### config.mk
export PLATFORM = sky130hd
export DESIGN_NAME = number_to_ascii_formatter_top
export DESIGN_NICKNAME = d
export VERILOG_FILES = /design/src/ntoa_pkg.sv /design/src/ntoa_prep.sv /design/src/ntoa_ser.sv /design/src/number_to_ascii_formatter_top.sv
export SDC_FILE = /design/constraint.sdc
export NUM_CORES = 1
export LEC_CHECK = 0
export ABC_AREA = 1
export BUFFER_PORTS_ARGS = -buffer_cell sky130_fd_sc_hd__buf_2
export CORE_MARGIN = 1.5
export CORE_UTILIZATION = 60
export CTS_CLUSTER_SIZE = 25
export DETAILED_ROUTE_END_ITERATION = 16
export GPL_TIMING_DRIVEN = 1
export PLACE_DENSITY_LB_ADDON = 0.05
export SLEW_MARGIN = 20
export SYNTH_ARGS = -nofsm -noshare
export SYNTH_HDL_FRONTEND = slang
export SYNTH_SLANG_ARGS = --single-unit
export TNS_END_PERCENT = 50
### constraint.sdc
create_clock -name clk_i -period 8.6 [get_ports clk_i]
set_clock_uncertainty 0.15 [all_clocks]
set_input_delay 2.15 -clock clk_i [delete_from_list [all_inputs] [get_ports clk_i]]
set_output_delay 2.15 -clock clk_i [all_outputs]
set_load 0.02 [all_outputs]
### src/ntoa_pkg.sv
// ----------------------------------------------------------------------------
// ntoa_pkg
// shared widths, op codes, ascii codes and the job record of the formatter
// ----------------------------------------------------------------------------
`default_nettype none

package ntoa_pkg;

  localparam int unsigned DEC_DIGITS_DEF = 8;
  localparam int unsigned VALUE_W        = 28;
  localparam int unsigned MAG_W          = 28;
  localparam int unsigned CHAR_W         = 7;
  localparam int unsigned IDX_W          = 4;   // covers digit positions up to ten digits
  localparam int unsigned WIDE_W         = 36;  // holds 9 * 10^9

  localparam logic [1:0] OP_DEC = 2'd0;
  localparam logic [1:0] OP_BIN = 2'd1;
  localparam logic [1:0] OP_HEX = 2'd2;

  localparam logic [CHAR_W-1:0] CH_ZERO      = 7'h30;
  localparam logic [CHAR_W-1:0] CH_ONE       = 7'h31;
  localparam logic [CHAR_W-1:0] CH_MINUS     = 7'h2D;
  localparam logic [CHAR_W-1:0] CH_HEX_ALPHA = 7'h37;

  typedef struct packed {
    logic              active;
    logic [1:0]        op;
    logic              neg;
    logic [MAG_W-1:0]  mag;
    logic [IDX_W-1:0]  idx;
    logic [7:0]        low_byte;
  } job_t;

  // d * 10^k, evaluated on constant arguments only
  function automatic logic [WIDE_W-1:0] pow10_mul(input int unsigned k, input int unsigned d);
    logic [WIDE_W-1:0] r;
    r = WIDE_W'(d);
    for (int unsigned i = 0; i < k; i++) begin
      r = r * WIDE_W'(10);
    end
    return r;
  endfunction

endpackage

`default_nettype wire

### src/ntoa_prep.sv
// ----------------------------------------------------------------------------
// ntoa_prep
// turns a registered item into a job: sign, saturated magnitude, start index
// ----------------------------------------------------------------------------
`default_nettype none

module ntoa_prep import ntoa_pkg::*; #(
  parameter int unsigned DEC_DIGITS = DEC_DIGITS_DEF
) (
  input  logic [1:0]         op_i,
  input  logic [VALUE_W-1:0] value_i,
  output job_t               job_o
);

  logic              neg;
  logic [MAG_W-1:0]  mag_raw;
  logic [MAG_W-1:0]  mag_sat;
  logic [WIDE_W-1:0] limit;
  logic [IDX_W-1:0]  dec_idx;

  assign neg     = value_i[VALUE_W-1];
  assign mag_raw = neg ? (MAG_W'(0) - MAG_W'(value_i)) : MAG_W'(value_i);
  assign limit   = pow10_mul(DEC_DIGITS, 1) - WIDE_W'(1);

  always_comb begin
    if (WIDE_W'(mag_raw) > limit) begin
      mag_sat = limit[MAG_W-1:0];
    end else begin
      mag_sat = mag_raw;
    end
  end

  // position of the leading digit, zero prints as one digit
  always_comb begin
    dec_idx = '0;
    for (int unsigned j = 1; j < DEC_DIGITS; j++) begin
      if (WIDE_W'(mag_sat) >= pow10_mul(j, 1)) begin
        dec_idx = IDX_W'(j);
      end
    end
  end

  always_comb begin
    job_o          = '0;
    job_o.op       = op_i;
    job_o.neg      = 1'b0;
    job_o.mag      = mag_sat;
    job_o.low_byte = value_i[7:0];
    unique case (op_i)
      OP_DEC: begin
        job_o.active = 1'b1;
        job_o.neg    = neg;
        job_o.idx    = dec_idx;
      end
      OP_BIN: begin
        job_o.active = 1'b1;
        job_o.idx    = IDX_W'(7);
      end
      OP_HEX: begin
        job_o.active = 1'b1;
        job_o.idx    = IDX_W'(1);
      end
      default: begin
        job_o.active = 1'b0;
        job_o.idx    = '0;
      end
    endcase
  end

endmodule

`default_nettype wire

### src/ntoa_ser.sv
// ----------------------------------------------------------------------------
// ntoa_ser
// holds one job and produces one character of it per enabled cycle
// ----------------------------------------------------------------------------
`default_nettype none

module ntoa_ser import ntoa_pkg::*; #(
  parameter int unsigned DEC_DIGITS = DEC_DIGITS_DEF
) (
  input  logic              clk_i,
  input  logic              rst_ni,
  input  job_t              job_i,
  input  logic              load_valid_i,
  output logic              load_ready_o,
  input  logic              emit_en_i,
  output logic              char_valid_o,
  output logic [CHAR_W-1:0] char_o,
  output logic              last_o
);

  logic              busy_q;
  logic [1:0]        op_q;
  logic              neg_q, neg_d;
  logic [MAG_W-1:0]  rem_q, rem_d;
  logic [IDX_W-1:0]  idx_q, idx_d;
  logic [7:0]        low_byte_q;

  logic [WIDE_W-1:0] mult [1:9];
  logic [3:0]        digit;
  logic [WIDE_W-1:0] sub;
  logic [3:0]        nib;
  logic [CHAR_W-1:0] step_char;
  logic              step_last;
  logic              emit;
  logic              load;

  // one decimal digit: parallel compares against the multiples of 10^idx
  always_comb begin
    for (int unsigned d = 1; d <= 9; d++) begin
      mult[d] = '0;
    end
    for (int unsigned j = 0; j < DEC_DIGITS; j++) begin
      if (idx_q == IDX_W'(j)) begin
        for (int unsigned d = 1; d <= 9; d++) begin
          mult[d] = pow10_mul(j, d);
        end
      end
    end
    digit = '0;
    for (int unsigned d = 1; d <= 9; d++) begin
      if (WIDE_W'(rem_q) >= mult[d]) begin
        digit = 4'(d);
      end
    end
    sub = '0;
    for (int unsigned d = 1; d <= 9; d++) begin
      if (digit == 4'(d)) begin
        sub = mult[d];
      end
    end
  end

  assign nib = idx_q[0] ? low_byte_q[7:4] : low_byte_q[3:0];

  always_comb begin
    step_char = CH_ZERO;
    step_last = (idx_q == '0);
    neg_d     = neg_q;
    rem_d     = rem_q;
    idx_d     = idx_q - IDX_W'(1);
    case (op_q)
      OP_DEC: begin
        if (neg_q) begin
          step_char = CH_MINUS;
          step_last = 1'b0;
          neg_d     = 1'b0;
          idx_d     = idx_q;
        end else begin
          step_char = CH_ZERO + CHAR_W'(digit);
          rem_d     = rem_q - sub[MAG_W-1:0];
        end
      end
      OP_BIN: begin
        step_char = low_byte_q[idx_q[2:0]] ? CH_ONE : CH_ZERO;
      end
      OP_HEX: begin
        step_char = (nib < 4'd10) ? (CH_ZERO + CHAR_W'(nib)) : (CH_HEX_ALPHA + CHAR_W'(nib));
      end
      default: begin
        step_last = 1'b1;
      end
    endcase
  end

  assign emit         = busy_q && emit_en_i;
  assign load_ready_o = !busy_q || (emit_en_i && step_last);
  assign load         = load_valid_i && load_ready_o;

  assign char_valid_o = emit;
  assign char_o       = step_char;
  assign last_o       = step_last;

  always_ff @(posedge clk_i or negedge rst_ni) begin
    if (!rst_ni) begin
      busy_q <= 1'b0;
    end else if (load) begin
      busy_q <= job_i.active;
    end else if (emit && step_last) begin
      busy_q <= 1'b0;
    end
  end

  always_ff @(posedge clk_i) begin
    if (load) begin
      op_q       <= job_i.op;
      neg_q      <= job_i.neg;
      rem_q      <= job_i.mag;
      idx_q      <= job_i.idx;
      low_byte_q <= job_i.low_byte;
    end else if (emit) begin
      neg_q <= neg_d;
      rem_q <= rem_d;
      idx_q <= idx_d;
    end
  end

endmodule

`default_nettype wire

### src/number_to_ascii_formatter_top.sv
// ----------------------------------------------------------------------------
// number_to_ascii_formatter_top
// formats a value as signed decimal, binary or hex ascii, one character per item
// ----------------------------------------------------------------------------
//  channel | signals                          | direction
//  in      | in_valid_i, in_stall_o, op_i,    | item in
//          | value_i                          |
//  out     | out_valid_o, out_stall_i,        | one character item out
//          | character_o, last_o              |
//
//  one character leaves per cycle while out_stall_i is low and an item is in work;
//  an input item gives 1 to DEC_DIGITS+1 characters decimal, 8 binary, 2 hex
//  an unused op code is taken by the serializer and produces nothing
//  the first character passes input register, serializer and output register
//  the input register takes the next item while the serializer is busy
//  reset clears all valid flags, no clearing pass
// ----------------------------------------------------------------------------
`default_nettype none

module number_to_ascii_formatter_top import ntoa_pkg::*; #(
  parameter int unsigned DEC_DIGITS = DEC_DIGITS_DEF
) (
  input  logic               clk_i,
  input  logic               rst_ni,
  input  logic               in_valid_i,
  output logic               in_stall_o,
  input  logic [1:0]         op_i,
  input  logic [VALUE_W-1:0] value_i,
  output logic               out_valid_o,
  input  logic               out_stall_i,
  output logic [CHAR_W-1:0]  character_o,
  output logic               last_o
);

  logic               in_valid_q;
  logic [1:0]         op_q;
  logic [VALUE_W-1:0] value_q;

  logic               out_valid_q;
  logic [CHAR_W-1:0]  character_q;
  logic               last_q;

  job_t               job;
  logic               ser_ready;
  logic               emit_en;
  logic               ser_valid;
  logic [CHAR_W-1:0]  ser_char;
  logic               ser_last;
  logic               in_take;

  assign in_stall_o = in_valid_q && !ser_ready;
  assign in_take    = in_valid_i && !in_stall_o;
  assign emit_en    = !out_valid_q || !out_stall_i;

  always_ff @(posedge clk_i or negedge rst_ni) begin
    if (!rst_ni) begin
      in_valid_q <= 1'b0;
    end else if (!in_stall_o) begin
      in_valid_q <= in_valid_i;
    end
  end

  always_ff @(posedge clk_i) begin
    if (in_take) begin
      op_q    <= op_i;
      value_q <= value_i;
    end
  end

  ntoa_prep #(
    .DEC_DIGITS(DEC_DIGITS)
  ) u_prep (
    .op_i   (op_q),
    .value_i(value_q),
    .job_o  (job)
  );

  ntoa_ser #(
    .DEC_DIGITS(DEC_DIGITS)
  ) u_ser (
    .clk_i       (clk_i),
    .rst_ni      (rst_ni),
    .job_i       (job),
    .load_valid_i(in_valid_q),
    .load_ready_o(ser_ready),
    .emit_en_i   (emit_en),
    .char_valid_o(ser_valid),
    .char_o      (ser_char),
    .last_o      (ser_last)
  );

  always_ff @(posedge clk_i or negedge rst_ni) begin
    if (!rst_ni) begin
      out_valid_q <= 1'b0;
    end else if (emit_en) begin
      out_valid_q <= ser_valid;
    end
  end

  always_ff @(posedge clk_i) begin
    if (ser_valid) begin
      character_q <= ser_char;
      last_q      <= ser_last;
    end
  end

  assign out_valid_o = out_valid_q;
  assign character_o = character_q;
  assign last_o      = last_q;

endmodule

`default_nettype wire

==> flow_summary.yaml, run 1 <==
detailed_routing:
  drtIter0Drc: 1644
  wl_per_cell_um: 20.03
  dr.pass1.iters: 8
  drc_errors: 0
  ant_nets: 0
  routed_wl_um: 44840
  via_count: 13870
  via_per_inst: 6.196
sta:
  worst_slack_ns: 0.4760
  slew_violations: 0
  relSlewSlack_pct: 26.69
  fin_crit_sh_pct: 94.47
  tightest_slew_ns: 1.088
  fmax_mhz: 123.1
  setup_tns_ns: 0
  setup_viol_count_final: 0
  hold_viol: 0
  rsz0062_at_grt: "no"
  fin_crit_ns: 8.124
yosys:
  ys_seq_area_share_pct: 20.21
  synth_ff_type: "edfxtp_1"
  syn_inst: 1880
  synth_area_um2: 12410
  post_synth_num_cell_types: 58
  yosysWarnings: 0
  syn_nets: 2105
  synth-edff-count: 81
  avgSynthCellArea_um2: 6.601
  async_flop_share_pct: 3.571
  synth_seq_cells: 84
cells_and_area:
  n_antenna_cell: 0
  layout.nets: 2189
  final-instance-count-excl-fill: 2239
  fill_cells: 1780
  seq_area_um2: 2507
  area_delta_synth_final_pct: 9.377
  layout-drive-gt1-share_pct: 9.396
  multi_input_area_um2: 8859
clock_tree:
  cts_tree: "done"
  clock_sinks: 84
  clockBufferDepth: 2
  clockRootBuffer: "clkbuf_16"
  cts_max_level: 3
  hold_buffers: 0
  cts.reportedPaths.clkPinSlew_ns: 0.07
  cts_buffers: 9
  clock_latency_ns: 0.35
min_path:
  hold_start: "value_q[2]$_DFFE_PP_"
  hold_depth: 0
  hold_end: "u_ser.low_byte_q[2]$_DFFE_PP_"
  hold_class: "flop to flop"
global_route:
  grt_max_degree: 48
  overflow: 0
  antenna_found_initial: 0
  grt_pass1_vias: 12940
  grt_pass1_wl_um: 68730
  grt.total_usage_pct: 40.95
placed_design:
  dp_cells: 2220
  dp_slack_ns: 0.4414
  dp_hpwl_um: 36140
  gp_congestion: 1.117
  port-buffer-count: 43
run:
  max_cap_viol_count: 0
worst_setup_path:
  r2r_end: "u_ser.rem_q[25]$_DFFE_PP_"
  cp-start-kind: "flop"
  required_ns: 8.55
  r2r_setup_slack_ns: 0.48
  cp_max_fo: 23
  critPathArrivalTime_ns: 8.08
  reg2reg_from: "u_ser.idx_q[0]$_DFFE_PP_"
  crit_slowest_cell: "o21ai_0"
  path_class: "flop to flop"
  critPathMostFrequentCell: "nand2_1"
  slowest_delay_ns: 0.51
  critPathCaptureType: "flop"
  r2r_cells: 40
floorplanning:
  start_util_pct: 61.33
  die_h_um: 146.8
  coreArea_um2: 20230
  io_pins: 44
  die_area_um2: 21550
  die_x_um: 146.8
  row_count: 52
run_status:
  status: "complete, no violations"
## flip-flops by register name, summed over array words and instances, names as in the netlist
signal            flops
character_o           7
in_valid_q            1
last_o                1
op_q                  2
out_valid_o           1
u_ser.busy_q          1
u_ser.idx_q           4
u_ser.low_byte_q      8
u_ser.neg_q           1
u_ser.op_q            2
u_ser.rem_q          28
value_q              28
## stage by stage
step | utilization (%) | hold WS [ns] | cell area [um^2]
after floorplan | - | 0.2764 | 12410
after global placement | 65.46 | 0.2854 | 13250
after detailed placement | 65.46 | 0.3161 | 13250
after CTS | 66.86 | 0.3318 | 13530
after global routing | 67.08 | 0.3559 | 13570
final | 67.08 | 0.3397 | 13570
## synthesized netlist by cell type, types with 16 or more instances
master,count,area [um^2]
o211ai_1,16,120.1
o21ai_0,129,645.6
nor2_1,209,784.5
nor3_1,20,100.1
inv_1,235,882.1
nand2_1,447,1678
ha_1,190,2377
nand3_1,102,510.5
xor2_1,21,183.9
edfxtp_1,81,2432
a21oi_1,163,815.8
nand4_1,52,325.3
## per-layer routing
layer / GRT usage [%] / share of wire [%] / up-vias / routed length [um]
met2: 65.75 / 43 / 870 / 19420
met4: 22.98 / 6.2 / 0 / 2795
met3: 8.634 / 11 / 195 / 5012
li1: - / - / 6606 / -
met1: 51.22 / 39 / 6202 / 17610
met5: 0 / 0 / - / 0
## logic make-up after synthesis
family                   synth area share, %
AND/OR/NAND/NOR                        32.10
AO/OA/AOI/OAI                          17.73
buffers and inverters                  8.611
adder cells (fa/ha/maj)                19.32
flip-flops                             20.21
XOR/XNOR                               2.037
## worst max-delay path by stage
| stage | startpoint | cells past startpoint | endpoint | slack (ns) |
|---|---|---|---|---|
| floorplan | u_ser.idx_q[0]$_DFFE_PP_ | 48 | u_ser.rem_q[25]$_DFFE_PP_ | 1.31 |
| global placement | u_ser.idx_q[0]$_DFFE_PP_ | 43 | u_ser.rem_q[25]$_DFFE_PP_ | 0.56 |
| detailed placement | u_ser.idx_q[0]$_DFFE_PP_ | 53 | u_ser.rem_q[25]$_DFFE_PP_ | 0.44 |
| CTS | u_ser.idx_q[0]$_DFFE_PP_ | 50 | u_ser.rem_q[25]$_DFFE_PP_ | 0.39 |
| global route | u_ser.idx_q[0]$_DFFE_PP_ | 54 | u_ser.rem_q[25]$_DFFE_PP_ | 0.06 |
| finish | u_ser.idx_q[0]$_DFFE_PP_ | 40 | u_ser.rem_q[25]$_DFFE_PP_ | 0.48 |
## layout make-up
type | count | share of cell area, %
well taps | 270 | 2.489
repair buffers | 101 | 4.794
multi-input cells | 1520 | 65.27
clock buffers | 9 | 1.659
flip-flops and latches | 84 | 18.47
clock inverters | 7 | 0.4333
inverters | 248 | 6.886
## worst max-delay path, delay by kind of cell, from the launching register on
family	cells	cell delay, ns
flip-flops	1	0.49
buffers and inverters	6	1.07
AND/OR/NAND/NOR	20	3.07
adder cells (fa/ha/maj)	3	1.04
AO/OA/AOI/OAI	11	2.04
## placed cells by master, fill, tap and decap left out, types with 7 or more instances in the layout
| cell type | synthesis | routed |
|---|---|---|
| a31oi_1 | 12 | 12 |
| nor4_1 | 15 | 15 |
| o211ai_1 | 16 | 16 |
| nor2_2 | 13 | 16 |
| nand3_1 | 102 | 102 |
| clkbuf_16 | 0 | 9 |
| xor2_1 | 21 | 21 |
| nand4_1 | 52 | 52 |
| or2_2 | 7 | 7 |
| o21a_1 | 7 | 7 |
| ha_1 | 190 | 190 |
| nand2_2 | 15 | 16 |
| inv_1 | 235 | 235 |
| inv_2 | 9 | 9 |
| edfxtp_1 | 81 | 81 |
| nor3_1 | 20 | 20 |
| buf_4 | 2 | 58 |
| o21ai_0 | 129 | 129 |
| nand3b_1 | 13 | 13 |
| nor2_1 | 209 | 205 |
| o21ai_1 | 10 | 10 |
| buf_2 | 8 | 43 |
| nand2_1 | 447 | 446 |
| o221ai_1 | 10 | 10 |
| a21oi_1 | 163 | 161 |
## what timing repair did
item	4_1_cts	5_1_grt
endpoints found under the setup margin	0	8
gates resized for setup	0	7
buffers inserted	0	3
Power of run 1 is left out: the tool's default activity adds up to more than one toggle a clock period on the data nets, which glitch-free logic cannot reach.
==> run 2: changes to the inputs <==
--- a/config.mk
+++ b/config.mk
@@ -6,11 +6,11 @@
 export NUM_CORES = 1
 export LEC_CHECK = 0
 export ABC_AREA = 1
-export BUFFER_PORTS_ARGS = -buffer_cell sky130_fd_sc_hd__buf_2
 export CORE_MARGIN = 1.5
 export CORE_UTILIZATION = 60
 export CTS_CLUSTER_SIZE = 25
 export DETAILED_ROUTE_END_ITERATION = 16
+export DONT_BUFFER_PORTS = 1
 export GPL_TIMING_DRIVEN = 1
 export PLACE_DENSITY_LB_ADDON = 0.05
 export SLEW_MARGIN = 20
==> run 2 against run 1 <==
Against the previous run: global-route usage is 0.80 points higher; non-clock buffer count is 42 lower; clock-buffer cell count stayed put; critical endpoint unchanged; core utilization is 0.86 points lower; cell count is 1.8% lower; worst hold slack worse by 0.034 ns; setup slack worse by 0.038 ns.
==> flow_summary.yaml, run 2 (synthesis results as in run 1) <==
run_status:
  status: "complete, no violations"
clock_tree:
  clock_latency_ns: 0.34
  cts_max_level: 3
  cts_buffers: 9
  cts_tree: "done"
  cts.reportedPaths.clkPinSlew_ns: 0.07
  clock_sinks: 84
  clockRootBuffer: "clkbuf_16"
  clockBufferDepth: 2
worst_setup_path:
  startpoint: "u_ser.idx_q[0]$_DFFE_PP_"
  critPathArrivalTime_ns: 8.11
  cp-start-kind: "flop"
  critPathMostFrequentCell: "nand2_1"
  critPathCaptureType: "flop"
  required_ns: 8.55
  r2r_cells: 46
  crit_slowest_cell: "edfxtp_1"
  cp_max_fo: 17
  path_class: "flop to flop"
  crit_end: "u_ser.rem_q[25]$_DFFE_PP_"
  slowest_delay_ns: 0.48
  r2r_setup_slack_ns: 0.44
  r2r_end: "u_ser.rem_q[25]$_DFFE_PP_"
  reg2reg_from: "u_ser.idx_q[0]$_DFFE_PP_"
run:
  max_cap_viol_count: 0
min_path:
  hold_depth: 0
  hold_class: "flop to flop"
global_route:
  grt_pass1_wl_um: 69890
  antenna_found_initial: 0
  grt_pass1_vias: 13110
  grt.total_usage_pct: 41.75
  overflow: 0
  grt_max_degree: 48
floorplanning:
  die_area_um2: 21550
  coreArea_um2: 20230
  start_util_pct: 61.33
  io_pins: 44
  row_count: 52
  die_h_um: 146.8
  die_x_um: 146.8
detailed_routing:
  via_per_inst: 6.303
  drc_errors: 0
  ant_nets: 0
  drtIter0Drc: 1353
  dr.pass1.iters: 6
  wl_per_cell_um: 20.66
  routed_wl_um: 45420
  via_count: 13860
sta:
  fin_crit_sh_pct: 94.91
  setup_tns_ns: 0
  rsz0062_at_grt: "no"
  relSlewSlack_pct: 31.07
  slew_violations: 0
  setup_viol_count_final: 0
  hold_viol: 0
  tightest_slew_ns: 1.031
  fin_crit_ns: 8.162
  fmax_mhz: 122.5
  whs_ns: 0.3052
cells_and_area:
  seq_area_um2: 2507
  layout.nets: 2147
  top_regs: "u_ser.rem_q x28, value_q x28, u_ser.low_byte_q x8"
  area_delta_synth_final_pct: 7.975
  final_common_cell: "nand2_1"
  final_cell_mix: "nand2_1 (447), inv_1 (232), nor2_1 (205)"
  fill_cells: 1825
  layout-drive-gt1-share_pct: 7.473
  multi_input_area_um2: 8861
placed_design:
  port-buffer-count: 0
  gp_congestion: 1.138
  dp_hpwl_um: 36340
==> run 2: worst min path at each step <==
stage	slack [ns]	startpoint	to
6_report	0.31	value_q[1]$_DFFE_PP_	u_ser.low_byte_q[1]$_DFFE_PP_
5_1_grt	0.33	value_q[1]$_DFFE_PP_	u_ser.low_byte_q[1]$_DFFE_PP_
4_1_cts	0.30	value_q[1]$_DFFE_PP_	u_ser.low_byte_q[1]$_DFFE_PP_
3_5_place_dp	0.29	value_q[1]$_DFFE_PP_	u_ser.low_byte_q[1]$_DFFE_PP_
3_3_place_gp	0.29	value_q[1]$_DFFE_PP_	u_ser.low_byte_q[1]$_DFFE_PP_
2_1_floorplan	0.28	value_q[1]$_DFFE_PP_	u_ser.low_byte_q[1]$_DFFE_PP_
==> run 2: worst max-delay path, delay by kind of cell, from the launching register on <==
kind / cells / cell delay, ns
flops: 1 / 0.48
buf+inv: 8 / 1.32
fa+ha+maj: 3 / 0.91
compound gates: 11 / 1.84
simple gates: 24 / 3.20
==> run 2: per-stage QoR <==
step	cell area (um^2)	std cells	util, %	worst slack (ns)
after CTS	13320	2191	65.84	0.4835
after global placement	13020	2175	64.32	0.6088
final	13400	2198	66.22	0.4376
after global routing	13400	2197	66.21	0.01128
after detailed placement	13020	2175	64.32	0.5103
after floorplan	12410	1880	-	1.312
==> run 2: timing repair <==
item,4_1_cts,5_1_grt
endpoints found under the hold margin,0,0
setup endpoints to repair,0,10
setup buffers,0,6
gates resized for setup,0,9
hold buffers,0,0
==> run 2: layout make-up <==
type,count,share of cell area (%)
Sequential cell,84,18.71
Inverter,248,6.975
Clock buffer,9,1.681
Multi-Input combinational cell,1520,66.13
Tap cell,270,2.521
Clock inverter,7,0.6163
Timing Repair Buffer,59,3.343
Antenna cell,1,0.01868
==> run 2: routing by layer <==
layer | wire length (um) | share of wire (%) | up-vias | track usage, %
met4 | 3406 | 7.5 | 0 | 28.43
met1 | 17570 | 39 | 6258 | 51.18
li1 | - | - | 6524 | -
met2 | 19240 | 42 | 849 | 64.74
met5 | 0 | 0 | - | 0
met3 | 5200 | 11 | 224 | 10.40
Power of run 2 is left out for the same reason.
